===== src/hdl/assert_macros.svh =====
// assertion helpers for the calculator block
`ifndef ASSERT_MACROS_SVH
`define ASSERT_MACROS_SVH

`ifndef SYNTH

// checked property with reset masking
`define KCC_ASSERT(lbl, clk, rst, prop, msg) \
   lbl: assert property (@(posedge clk) disable iff (rst) prop) else $error(msg);

// checked property that also holds through reset
`define KCC_ASSERT_ALWAYS(lbl, clk, prop, msg) \
   lbl: assert property (@(posedge clk) prop) else $error(msg);

`else

`define KCC_ASSERT(lbl, clk, rst, prop, msg)
`define KCC_ASSERT_ALWAYS(lbl, clk, prop, msg)

`endif

`endif


===== src/hdl/kcc_pkg.sv =====
// ----------------------------------------------------------------------------
// kcc_pkg
// Shared key codes, operator codes and unit control types for the
// keypad calculator core.
// ----------------------------------------------------------------------------
`timescale 1ns / 1ps
`default_nettype none

package kcc_pkg;

   localparam int OUT_WIDTH = 32;

   typedef enum logic [2:0] {
      KEY_DIGIT    = 3'd0,
      KEY_OPER     = 3'd1,
      KEY_EQUALS   = 3'd2,
      KEY_MADD     = 3'd3,
      KEY_MCLEAR   = 3'd4,
      KEY_MRECALL  = 3'd5,
      KEY_ALLCLEAR = 3'd6
   } key_type;

   typedef enum logic [1:0] {
      OP_ADD = 2'd0,
      OP_SUB = 2'd1,
      OP_MUL = 2'd2,
      OP_DIV = 2'd3
   } op_type;

   typedef enum logic [2:0] {
      PEND_NONE = 3'd0,
      PEND_ADD  = 3'd1,
      PEND_SUB  = 3'd2,
      PEND_MUL  = 3'd3,
      PEND_DIV  = 3'd4
   } pend_type;

   // control from the sequencer to the shared multiply/divide unit
   typedef struct packed {
      logic start;
      logic is_div;
   } unit_ctl_type;

   function automatic pend_type pend_of_op(input logic [1:0] opc);
      pend_type p;
      case (opc)
         OP_ADD:  p = PEND_ADD;
         OP_SUB:  p = PEND_SUB;
         OP_MUL:  p = PEND_MUL;
         default: p = PEND_DIV;
      endcase
      return p;
   endfunction

endpackage

`default_nettype wire


===== src/hdl/kcc_muldiv.sv =====
// ----------------------------------------------------------------------------
// kcc_muldiv
// Iterative multiply / signed divide around one shared add/subtract unit,
// one bit per cycle. Product keeps the low bits; quotient truncates to zero.
// ----------------------------------------------------------------------------
`timescale 1ns / 1ps
`default_nettype none

module kcc_muldiv #(
   parameter int DATA_WIDTH = 32
) (
   input  wire logic                     clock,
   input  wire logic                     reset,
   input  wire kcc_pkg::unit_ctl_type    ctl,
   input  wire logic [DATA_WIDTH-1:0]    opnd_a,
   input  wire logic [DATA_WIDTH-1:0]    opnd_b,
   output logic                          done,
   output logic [DATA_WIDTH-1:0]         result
);

   localparam int CNT_W = $clog2(DATA_WIDTH);
   localparam logic [CNT_W-1:0] CNT_LAST = CNT_W'(DATA_WIDTH - 1);

   typedef enum logic [2:0] {
      U_IDLE = 3'b001,
      U_RUN  = 3'b010,
      U_FIN  = 3'b100
   } ustate_type;

   ustate_type            state_ff, state_in;
   logic [CNT_W-1:0]      cnt_ff, cnt_in;
   logic [DATA_WIDTH-1:0] acc_ff, acc_in;
   logic [DATA_WIDTH-1:0] opa_ff, opa_in;
   logic [DATA_WIDTH-1:0] opb_ff, opb_in;
   logic                  div_ff, div_in;
   logic                  neg_ff, neg_in;

   logic [DATA_WIDTH:0]   alu_x, alu_y, alu_out;
   logic [DATA_WIDTH-1:0] mag_a, mag_b;

   // shared adder: remainder trial subtract for divide, partial sum for multiply
   always_comb begin
      if (div_ff) begin
         alu_x   = {acc_ff, opb_ff[DATA_WIDTH-1]};
         alu_y   = {1'b0, opa_ff};
         alu_out = alu_x - alu_y;
      end else begin
         alu_x   = {1'b0, acc_ff};
         alu_y   = {1'b0, opa_ff};
         alu_out = alu_x + alu_y;
      end
   end

   assign mag_a = opnd_a[DATA_WIDTH-1] ? (DATA_WIDTH'(0) - opnd_a) : opnd_a;
   assign mag_b = opnd_b[DATA_WIDTH-1] ? (DATA_WIDTH'(0) - opnd_b) : opnd_b;

   always_comb begin
      state_in = state_ff;
      cnt_in   = cnt_ff;
      acc_in   = acc_ff;
      opa_in   = opa_ff;
      opb_in   = opb_ff;
      div_in   = div_ff;
      neg_in   = neg_ff;
      unique case (state_ff)
         U_IDLE: begin
            if (ctl.start) begin
               state_in = U_RUN;
               cnt_in   = CNT_LAST;
               acc_in   = '0;
               div_in   = ctl.is_div;
               neg_in   = opnd_a[DATA_WIDTH-1] ^ opnd_b[DATA_WIDTH-1];
               if (ctl.is_div) begin
                  opa_in = mag_b;
                  opb_in = mag_a;
               end else begin
                  opa_in = opnd_a;
                  opb_in = opnd_b;
               end
            end
         end
         U_RUN: begin
            if (div_ff) begin
               // restoring step: keep the trial if it did not go negative
               if (!alu_out[DATA_WIDTH]) begin
                  acc_in = alu_out[DATA_WIDTH-1:0];
               end else begin
                  acc_in = alu_x[DATA_WIDTH-1:0];
               end
               opb_in = {opb_ff[DATA_WIDTH-2:0], ~alu_out[DATA_WIDTH]};
            end else begin
               if (opb_ff[0]) begin
                  acc_in = alu_out[DATA_WIDTH-1:0];
               end
               opa_in = {opa_ff[DATA_WIDTH-2:0], 1'b0};
               opb_in = {1'b0, opb_ff[DATA_WIDTH-1:1]};
            end
            if (cnt_ff == '0) begin
               state_in = U_FIN;
            end else begin
               cnt_in = cnt_ff - 1'b1;
            end
         end
         U_FIN: begin
            state_in = U_IDLE;
         end
         default: begin
            state_in = U_IDLE;
         end
      endcase
   end

   always_ff @(posedge clock) begin
      if (reset) begin
         state_ff <= U_IDLE;
      end else begin
         state_ff <= state_in;
      end
      cnt_ff <= cnt_in;
      acc_ff <= acc_in;
      opa_ff <= opa_in;
      opb_ff <= opb_in;
      div_ff <= div_in;
      neg_ff <= neg_in;
   end

   assign done = (state_ff == U_FIN);

   always_comb begin
      if (!div_ff) begin
         result = acc_ff;
      end else if (neg_ff) begin
         result = DATA_WIDTH'(0) - opb_ff;
      end else begin
         result = opb_ff;
      end
   end

endmodule

`default_nettype wire


===== src/hdl/keypad_calculator_core.sv =====
// ----------------------------------------------------------------------------
// keypad_calculator_core
// Four-function calculator with memory, one key word in, one status word out.
// ----------------------------------------------------------------------------
// Each key word is taken when the core is idle and answered with one word
// carrying display, memory and error flag. Digit, add, subtract, memory and
// clear keys pass through the execute state into the response register; a
// key that completes a pending multiply or divide first waits for the
// shared add/subtract unit, which retires one multiplier or quotient bit
// per cycle. A finished response waits in its output register, and the
// next key is taken meanwhile.
`timescale 1ns / 1ps
`default_nettype none
`include "assert_macros.svh"

module keypad_calculator_core #(
   parameter int DATA_WIDTH = 32
) (
   input  wire logic        clock,
   input  wire logic        reset,
   input  wire logic        req_valid,
   output logic             req_ready,
   input  wire logic [2:0]  req_mode,
   input  wire logic [3:0]  req_digit_value,
   input  wire logic [1:0]  req_operator_code,
   output logic             rsp_valid,
   input  wire logic        rsp_ready,
   output logic signed [31:0] rsp_display_value,
   output logic signed [31:0] rsp_memory_value,
   output logic             rsp_error_flag
);

   typedef enum logic [3:0] {
      S_IDLE = 4'b0001,
      S_EXEC = 4'b0010,
      S_WAIT = 4'b0100,
      S_DONE = 4'b1000
   } state_type;

   state_type             state_ff, state_in;
   logic [2:0]            mode_ff, mode_in;
   logic [3:0]            digit_ff, digit_in;
   logic [1:0]            opc_ff, opc_in;

   logic [DATA_WIDTH-1:0] display_ff, display_in;
   logic [DATA_WIDTH-1:0] result_ff, result_in;
   logic [DATA_WIDTH-1:0] memory_ff, memory_in;
   kcc_pkg::pend_type     pending_ff, pending_in;
   logic                  error_ff, error_in;

   logic                  rsp_valid_ff, rsp_valid_in;
   logic signed [31:0]    rsp_display_ff, rsp_memory_ff;
   logic                  rsp_error_ff;
   logic                  rsp_load;

   kcc_pkg::unit_ctl_type unit_ctl;
   logic                  unit_done;
   logic [DATA_WIDTH-1:0] unit_result;

   logic                  eq_finish;
   logic [DATA_WIDTH-1:0] eq_value;
   logic                  eq_div_ok;

   logic                  req_fire;

   assign req_ready = (state_ff == S_IDLE);
   assign req_fire  = req_valid && req_ready;
   assign rsp_load  = (state_ff == S_DONE) && (!rsp_valid_ff || rsp_ready);

   kcc_muldiv #(
      .DATA_WIDTH (DATA_WIDTH)
   ) u_muldiv (
      .clock  (clock),
      .reset  (reset),
      .ctl    (unit_ctl),
      .opnd_a (result_ff),
      .opnd_b (display_ff),
      .done   (unit_done),
      .result (unit_result)
   );

   always_comb begin
      state_in    = state_ff;
      mode_in     = mode_ff;
      digit_in    = digit_ff;
      opc_in      = opc_ff;
      display_in  = display_ff;
      result_in   = result_ff;
      memory_in   = memory_ff;
      pending_in  = pending_ff;
      error_in    = error_ff;
      unit_ctl    = '0;
      eq_finish   = 1'b0;
      eq_value    = display_ff;
      eq_div_ok   = 1'b0;

      unique case (state_ff)
         S_IDLE: begin
            if (req_fire) begin
               mode_in  = req_mode;
               digit_in = req_digit_value;
               opc_in   = req_operator_code;
               state_in = S_EXEC;
            end
         end
         S_EXEC: begin
            state_in = S_DONE;
            case (mode_ff)
               kcc_pkg::KEY_DIGIT: begin
                  // display * 10 as (display << 3) + (display << 1)
                  display_in = (display_ff << 3) + (display_ff << 1)
                               + DATA_WIDTH'(digit_ff);
               end
               kcc_pkg::KEY_OPER, kcc_pkg::KEY_EQUALS: begin
                  if (mode_ff == kcc_pkg::KEY_OPER && pending_ff == kcc_pkg::PEND_NONE) begin
                     result_in  = display_ff;
                     pending_in = kcc_pkg::pend_of_op(opc_ff);
                     display_in = '0;
                  end else begin
                     unique case (pending_ff)
                        kcc_pkg::PEND_ADD: begin
                           eq_finish = 1'b1;
                           eq_value  = result_ff + display_ff;
                        end
                        kcc_pkg::PEND_SUB: begin
                           eq_finish = 1'b1;
                           eq_value  = result_ff - display_ff;
                        end
                        kcc_pkg::PEND_MUL: begin
                           unit_ctl.start = 1'b1;
                           state_in       = S_WAIT;
                        end
                        kcc_pkg::PEND_DIV: begin
                           if (display_ff == '0) begin
                              // divide by zero: flag and clear
                              eq_finish = 1'b1;
                              eq_value  = '0;
                              error_in  = 1'b1;
                           end else begin
                              unit_ctl.start  = 1'b1;
                              unit_ctl.is_div = 1'b1;
                              state_in        = S_WAIT;
                           end
                        end
                        default: begin
                           eq_finish = 1'b1;
                           eq_value  = display_ff;
                        end
                     endcase
                  end
               end
               kcc_pkg::KEY_MADD: begin
                  memory_in = memory_ff + display_ff;
                  error_in  = 1'b0;
               end
               kcc_pkg::KEY_MCLEAR: begin
                  memory_in = '0;
                  error_in  = 1'b0;
               end
               kcc_pkg::KEY_MRECALL: begin
                  display_in = memory_ff;
                  error_in   = 1'b0;
               end
               kcc_pkg::KEY_ALLCLEAR: begin
                  display_in = '0;
                  result_in  = '0;
                  memory_in  = '0;
                  pending_in = kcc_pkg::PEND_NONE;
                  error_in   = 1'b0;
               end
               default: begin
               end
            endcase
         end
         S_WAIT: begin
            if (unit_done) begin
               eq_finish = 1'b1;
               eq_value  = unit_result;
               eq_div_ok = (pending_ff == kcc_pkg::PEND_DIV);
               state_in  = S_DONE;
            end
         end
         S_DONE: begin
            if (rsp_load) begin
               state_in = S_IDLE;
            end
         end
         default: begin
            state_in = S_IDLE;
         end
      endcase

      // common tail of equals, and the operator that follows it
      if (eq_finish) begin
         result_in  = eq_value;
         display_in = eq_value;
         pending_in = kcc_pkg::PEND_NONE;
         if (eq_div_ok) begin
            error_in = 1'b0;
         end
         if (mode_ff == kcc_pkg::KEY_OPER) begin
            pending_in = kcc_pkg::pend_of_op(opc_ff);
            display_in = '0;
         end
      end
   end

   always_comb begin
      rsp_valid_in = rsp_valid_ff;
      if (rsp_valid_ff && rsp_ready) begin
         rsp_valid_in = 1'b0;
      end
      if (rsp_load) begin
         rsp_valid_in = 1'b1;
      end
   end

   always_ff @(posedge clock) begin
      if (reset) begin
         state_ff     <= S_IDLE;
         display_ff   <= '0;
         result_ff    <= '0;
         memory_ff    <= '0;
         pending_ff   <= kcc_pkg::PEND_NONE;
         error_ff     <= 1'b0;
         rsp_valid_ff <= 1'b0;
      end else begin
         state_ff     <= state_in;
         display_ff   <= display_in;
         result_ff    <= result_in;
         memory_ff    <= memory_in;
         pending_ff   <= pending_in;
         error_ff     <= error_in;
         rsp_valid_ff <= rsp_valid_in;
      end
      mode_ff  <= mode_in;
      digit_ff <= digit_in;
      opc_ff   <= opc_in;
      if (rsp_load) begin
         // sign-extend or truncate to the output word width
         rsp_display_ff <= kcc_pkg::OUT_WIDTH'(signed'(display_ff));
         rsp_memory_ff  <= kcc_pkg::OUT_WIDTH'(signed'(memory_ff));
         rsp_error_ff   <= error_ff;
      end
   end

   assign rsp_valid         = rsp_valid_ff;
   assign rsp_display_value = rsp_display_ff;
   assign rsp_memory_value  = rsp_memory_ff;
   assign rsp_error_flag    = rsp_error_ff;

   `KCC_ASSERT(a_start_in_exec, clock, reset, unit_ctl.start |-> state_ff == S_EXEC, "unit started outside exec")
   `KCC_ASSERT(a_done_in_wait, clock, reset, unit_done |-> state_ff == S_WAIT, "unit finished while not waiting")
   `KCC_ASSERT(a_busy_after_accept, clock, reset, req_fire |=> !req_ready, "core took a key while busy")
   `KCC_ASSERT_ALWAYS(a_reset_clears, clock, reset |=> (!rsp_valid && state_ff == S_IDLE), "reset left state")

endmodule

`default_nettype wire


===== config.mk =====
export PLATFORM = sky130hd
export DESIGN_NAME = keypad_calculator_core
export DESIGN_NICKNAME = d
export VERILOG_FILES = /design/src/hdl/kcc_pkg.sv /design/src/hdl/kcc_muldiv.sv /design/src/hdl/keypad_calculator_core.sv
export VERILOG_INCLUDE_DIRS = /design/src /design/src/hdl
export SDC_FILE = /design/constraint.sdc
export NUM_CORES = 1
export LEC_CHECK = 0
export CAP_MARGIN = 5
export CORE_MARGIN = 5
export CORE_UTILIZATION = 45
export DETAILED_ROUTE_END_ITERATION = 7
export DONT_BUFFER_PORTS = 1
export GPL_TIMING_DRIVEN = 1
export PLACE_DENSITY = 0.64
export SYNTH_ARGS = -nofsm -noshare
export SYNTH_HDL_FRONTEND = slang
export SYNTH_SLANG_ARGS = --single-unit

===== constraint.sdc =====
create_clock -name clock -period 4.95 [get_ports clock]
set_clock_uncertainty 0.05 [all_clocks]
set_input_delay 0.495 -clock clock [delete_from_list [all_inputs] [get_ports clock]]
set_output_delay 0.495 -clock clock [all_outputs]
set_load 0.02 [all_outputs]

## Word level (Yosys, flattened, before mapping)

Cells that the tools add are included.

- Add/sub/neg operators: 11
- Equality and inequality tests: 28
- Multiplexer cells: 77
- Bitwise gates (word level): 2
- Reductions and logical operators: 31

Operators by type and width:

| kind | count |
|---|---|
| $mux W32 | 25 |
| $pmux W32 S2 | 6 |
| $pmux W32 S4 | 1 |
| $add A32 B32 Y32 | 3 |
| $pmux W32 S3 | 1 |
| $sub A1 B32 Y32 const A | 3 |
| $add A32 B32 Y33 | 1 |
| $mux W33 | 1 |
| $sub A33 B32 Y33 | 1 |
| $add A32 B4 Y32 | 1 |
| $logic_not A32 Y1 | 1 |
| $sub A32 B32 Y32 | 1 |
| $mux W4 | 6 |
| $mux W3 | 6 |
| $reduce_and A3 Y1 | 6 |
| $pmux W4 S4 | 1 |
| $eq A3 B2 Y1 const B | 5 |
| $eq A3 B3 Y1 const B | 5 |
| $mux W1 | 15 |
| $pmux W3 S2 | 2 |
| $mux W5 | 2 |
| $pmux W5 S2 | 1 |
| $reduce_and A2 Y1 | 5 |
| $eq A3 B1 Y1 const B | 3 |
| 28 further kinds | 47 |

- Bits in registers: 285
- Output and inout port bits: 67
- Word-level logic and storage cells: 169

## Longest topological paths before layout

- Depth in word-level cells: 9
- Mapped depth: 23
- Gate-level depth less buffers: 22

## By module

From an unflattened synthesis, not the netlist that was laid out.

- Cell total of the unflattened synthesis: 2907
- Area, all modules: 24627.4 sq um

By module, submodules not included:

| module | times used | cells an instance | area each (sq um) | seq. area each (sq um) |
|---|---|---|---|---|
| keypad_calculator_core | 1 | 1561 | 13492.9 | 4324.1 |
| kcc_muldiv | 1 | 1346 | 11134.4 | 3153.0 |

## Least setup slack after synthesis

No wires, ideal clock.

- Kind: reg-to-reg
- Start: reg display_ff[1]
- End: reg display_ff[29]
- Library setup time: 0.134 ns
- Arrival time: 5.001 ns
- Setup slack: -0.235 ns
- Cell stages (with the launch flop): 24
- Period minus slack after synthesis: 5.185 ns
- Cells stage by stage: dfxtp_1 > clkbuf_1 > inv_1 > ha_1 > or3b_1 > or2_2 > or3_1 > nor3_2 > nand2_1 > or4_1 > o31ai_1 > xor2_1 > ha_1 > a21o_1 > a21o_1 > a21o_1 > a211oi_1 > o21bai_1 > a21o_1 > a31oi_1 > xnor2_1 > o21ai_1 > a31oi_1 > a211oi_1

- Cells in the longest elaborated chain, start to end: 8

RTL lines:

| element | line | RTL |
|---|---|---|
| start, declared | keypad_calculator_core.sv:45 | `logic [DATA_WIDTH-1:0] display_ff, display_in;` |
| start signal, assigned | keypad_calculator_core.sv:229 | `display_ff <= display_in;` |
| branches (longest 8 deep; another with $add A32 B32 Y32) | - |  |

Several ways; the timed one is not identified. The select of a mux whose other input is x is not followed.
A chain may end at the register's enable or synchronous reset.

## Worst setup path in the final report

Ends and elaborated chain as after synthesis.

==> results.yml <==
setup_path:
  rrSetupSlack_ns: 0.22
  cpPeakStageDelay_ns: 0.47
  path_delay_family: "simple AND/OR/NAND/NOR gates"
  r2r-end: "display_ff[29]"
  path_depth: 22
  crit_chain: "inv_4 > ha_4 > or3b_4 > or2_4 > or3_4 > nor3_4 > nand2_2 > or4_4 > o31ai_4 > xor2_1 > ha_1 > a21o_1 > a21o_1 > a21o_1 > a211oi_2 > o21bai_1 > a21o_1 > a31oi_1 > xnor2_1 > o21ai_1 > a31oi_1 > a211oi_1"
  crit_fanout: 3
  r2r-start: "display_ff[1]"
  cpMostUsedCell: "a21o_1"
  crit_start: "display_ff[1]"
  reg2regPathDepth: 22
  worst-path-buf-inv: 1
  cp_data_required_time_ns: 5.38
  startpoint_type: "flip-flop"
  path_class: "reg2reg"
  crit_end: "display_ff[29]"
  slowest_stage: "or4_4"
  endpoint_kind: "flip-flop"
  arrival_ns: 5.16
place:
  portBuffers: 0
  place_area_sq_um: 25200
  gp_congestion: 0.948
  pre_cts_ws_ns: 0.0319
  dp.cells: 3488
  dp_hpwl_microns: 57500
floorplanning:
  die_y_microns: 241
  coreArea_sq_um: 52700
  die_w_microns: 241
  rows: 84
  die_area_sq_um: 57900
  ios: 80
  initial_core_util_pct: 45.4
sta:
  slew_viol_final: 0
  tightest_slew_ns: 1.29
  whs_ns: 0.0314
  max_freq_mhz: 211
  maxSlewHeadroom_pct: 13.9
  finalHoldViolCount: 0
  setup_tns_ns: 0
  rsz0062_at_grt: "yes"
  finalSetupViolations: 0
  finalWorstSetupSlack_ns: 0.217
  post-route-min-period_ns: 4.73
  min_period_over_period_pct: 95.6
clocking:
  clkTransAtPathRegs_ns: 0.06
  cts_root_buf: "clkbuf_16"
  htree_levels: 2
  clockBufferDepth: 3
  clock_latency_ns: 0.56
  clock_sinks: 285
  numCtsBuffers: 36
  cts_tree: "built"
synth:
  avgSynthCellArea_sq_um: 8.42
  netlist_instances: 2841
  syn-num-nets: 3052
  ys_seq_elements: 285
  synth_edf_count: 177
  ys.flop_type: "edfxtp_1"
  ys_types: 90
  yosysWarnings: 0
  synth_area_sq_um: 23900
  async_flop_share_pct: 0
  ys_seq_area_share_pct: 31.2
pwr:
  swShare_pct: 28.2
  switching_power_mw: 1.75
  power_density_nw_per_um2: 234
  leakage_nw: 10.8
  internal_power_mw: 4.47
  p_total_mw: 6.23
  ir_drop_mv: 0.228
  p_clk_share_pct: 41.7
  seqPwrFrac_pct: 40.7
  p_comb_share_pct: 17.6
detailed_routing:
  wl_per_cell_microns: 21.8
  drt-pass1-iter-count: 5
  vias: 22400
  drc: 0
  drt-total-wl_microns: 77700
  drt-initial-drc-count: 2128
  ant_nets: 0
  viasPerCell: 6.28
flow_run:
  cap_viol_max_count: 0
global_route:
  grt_pass1_wl_microns: 120000
  grt_use_total_pct: 25.9
  antenna_found_initial: 3
  grt.overflow.total: 0
  grt_max_degree: 146
  grt_pass1_vias: 21100
final_layout:
  layout_common_cells: "294 x a21oi_1, 257 x nor2_1, 244 x nand2_1"
  multi_input_area_sq_um: 15700
  nets: 3062
  final_cells: 3568
  post-route-util_pct: 50.5
  finalInstanceArea_sq_um: 26600
  synthToLayoutAreaGrowth_pct: 11.1
  drive_gt1_share_pct: 9.24
  fillers: 5071
  seq_area_sq_um: 7480
  final_common_cell: "a21oi_1"
hold_path:
  hold_path_class: "in2reg"
outcome:
  status: "complete, no violations"
[power groups by stage]
stage	Sequential, mW	Clock (mW)	Combinational (mW)
floorplan	2.58	0	0.714
global placement	2.58	0	1.03
detailed placement	2.59	0	1.04
CTS	2.53	2.65	1.06
global route	2.54	2.76	1.19
finish	2.54	2.59	1.10
[sequential cells by signal, indices dropped and copies added, names as in the netlist]
register / count
result_ff: 32
opc_ff: 2
digit_ff: 4
u_muldiv.acc_ff: 32
rsp_error_flag: 1
rsp_valid: 1
rsp_display_value: 32
u_muldiv.opa_ff: 32
rsp_memory_value: 32
mode_ff: 3
state_ff: 4
u_muldiv.cnt_ff: 5
u_muldiv.opb_ff: 32
error_ff: 1
u_muldiv.state_ff: 3
memory_ff: 32
pending_ff: 3
display_ff: 32
u_muldiv.neg_ff: 1
u_muldiv.div_ff: 1
[layer usage]
metal | GRT usage [%] | share of wire, % | vias to the layer above
met5 | 0 | 0.031 | -
met4 | 7.27 | 2.7 | 4
met3 | 3.86 | 7.0 | 139
met2 | 42.4 | 46 | 773
met1 | 36.1 | 44 | 10900
li1 | - | - | 10600
[repair_timing]
item	4_1_cts	5_1_grt
endpoints found under the hold margin	66	0
pin swaps	1	16
resized for setup	0	19
hold buffers	10	0
buffers inserted	0	3
endpoints found under the setup margin	1	18
[area by class of cell]
type,count,area share [%]
well taps,688,3.24
clock buffers,52,3.69
clock inverters,13,0.565
repair buffers,141,4.38
diodes,2,0.0188
flip-flops and latches,285,28.1
inverters,75,1.07
multi-input cells,2312,58.9
[logic make-up after synthesis]
logic type / count (synthesis) / synth area share, %
and+or+nand+nor: 809 / 16.0
DFF: 285 / 31.2
buffers and inverters: 244 / 4.24
xor gates and xnor gates: 245 / 8.97
AOI/OAI and AO/OA: 1005 / 26.7
muxes: 55 / 2.34
adders and majority gates: 198 / 10.5
[worst min path at each step]
stage	endpoint	start	cells past startpoint
2_1_floorplan	rsp_error_flag	error_ff	0
3_3_place_gp	u_muldiv.state_ff[2]	u_muldiv.cnt_ff[4]	1
3_5_place_dp	u_muldiv.state_ff[2]	u_muldiv.cnt_ff[4]	1
4_1_cts	state_ff[1]	req_valid	1
5_1_grt	state_ff[1]	req_valid	1
6_report	state_ff[1]	req_valid	1
[Yosys cell counts (34+ instances only)]
cell | instances | area share [%]
a211oi_1 | 74 | 2.3
a21o_1 | 65 | 2.0
a21oi_1 | 296 | 6.2
a22oi_1 | 45 | 1.4
clkbuf_1 | 133 | 2.1
dfxtp_1 | 108 | 9.0
edfxtp_1 | 177 | 22
ha_1 | 192 | 10
inv_1 | 75 | 1.2
mux2i_1 | 47 | 2.0
nand2_1 | 245 | 3.8
nand2b_1 | 36 | 0.94
nand3_1 | 37 | 0.77
nor2_1 | 258 | 4.0
nor2b_1 | 34 | 0.89
nor3_1 | 54 | 1.1
o211ai_1 | 41 | 1.3
o21ai_0 | 230 | 4.8
o31ai_1 | 34 | 1.1
xnor2_1 | 100 | 3.7
xor2_1 | 145 | 5.3
Note: power is estimated with default switching activity, not from simulation.
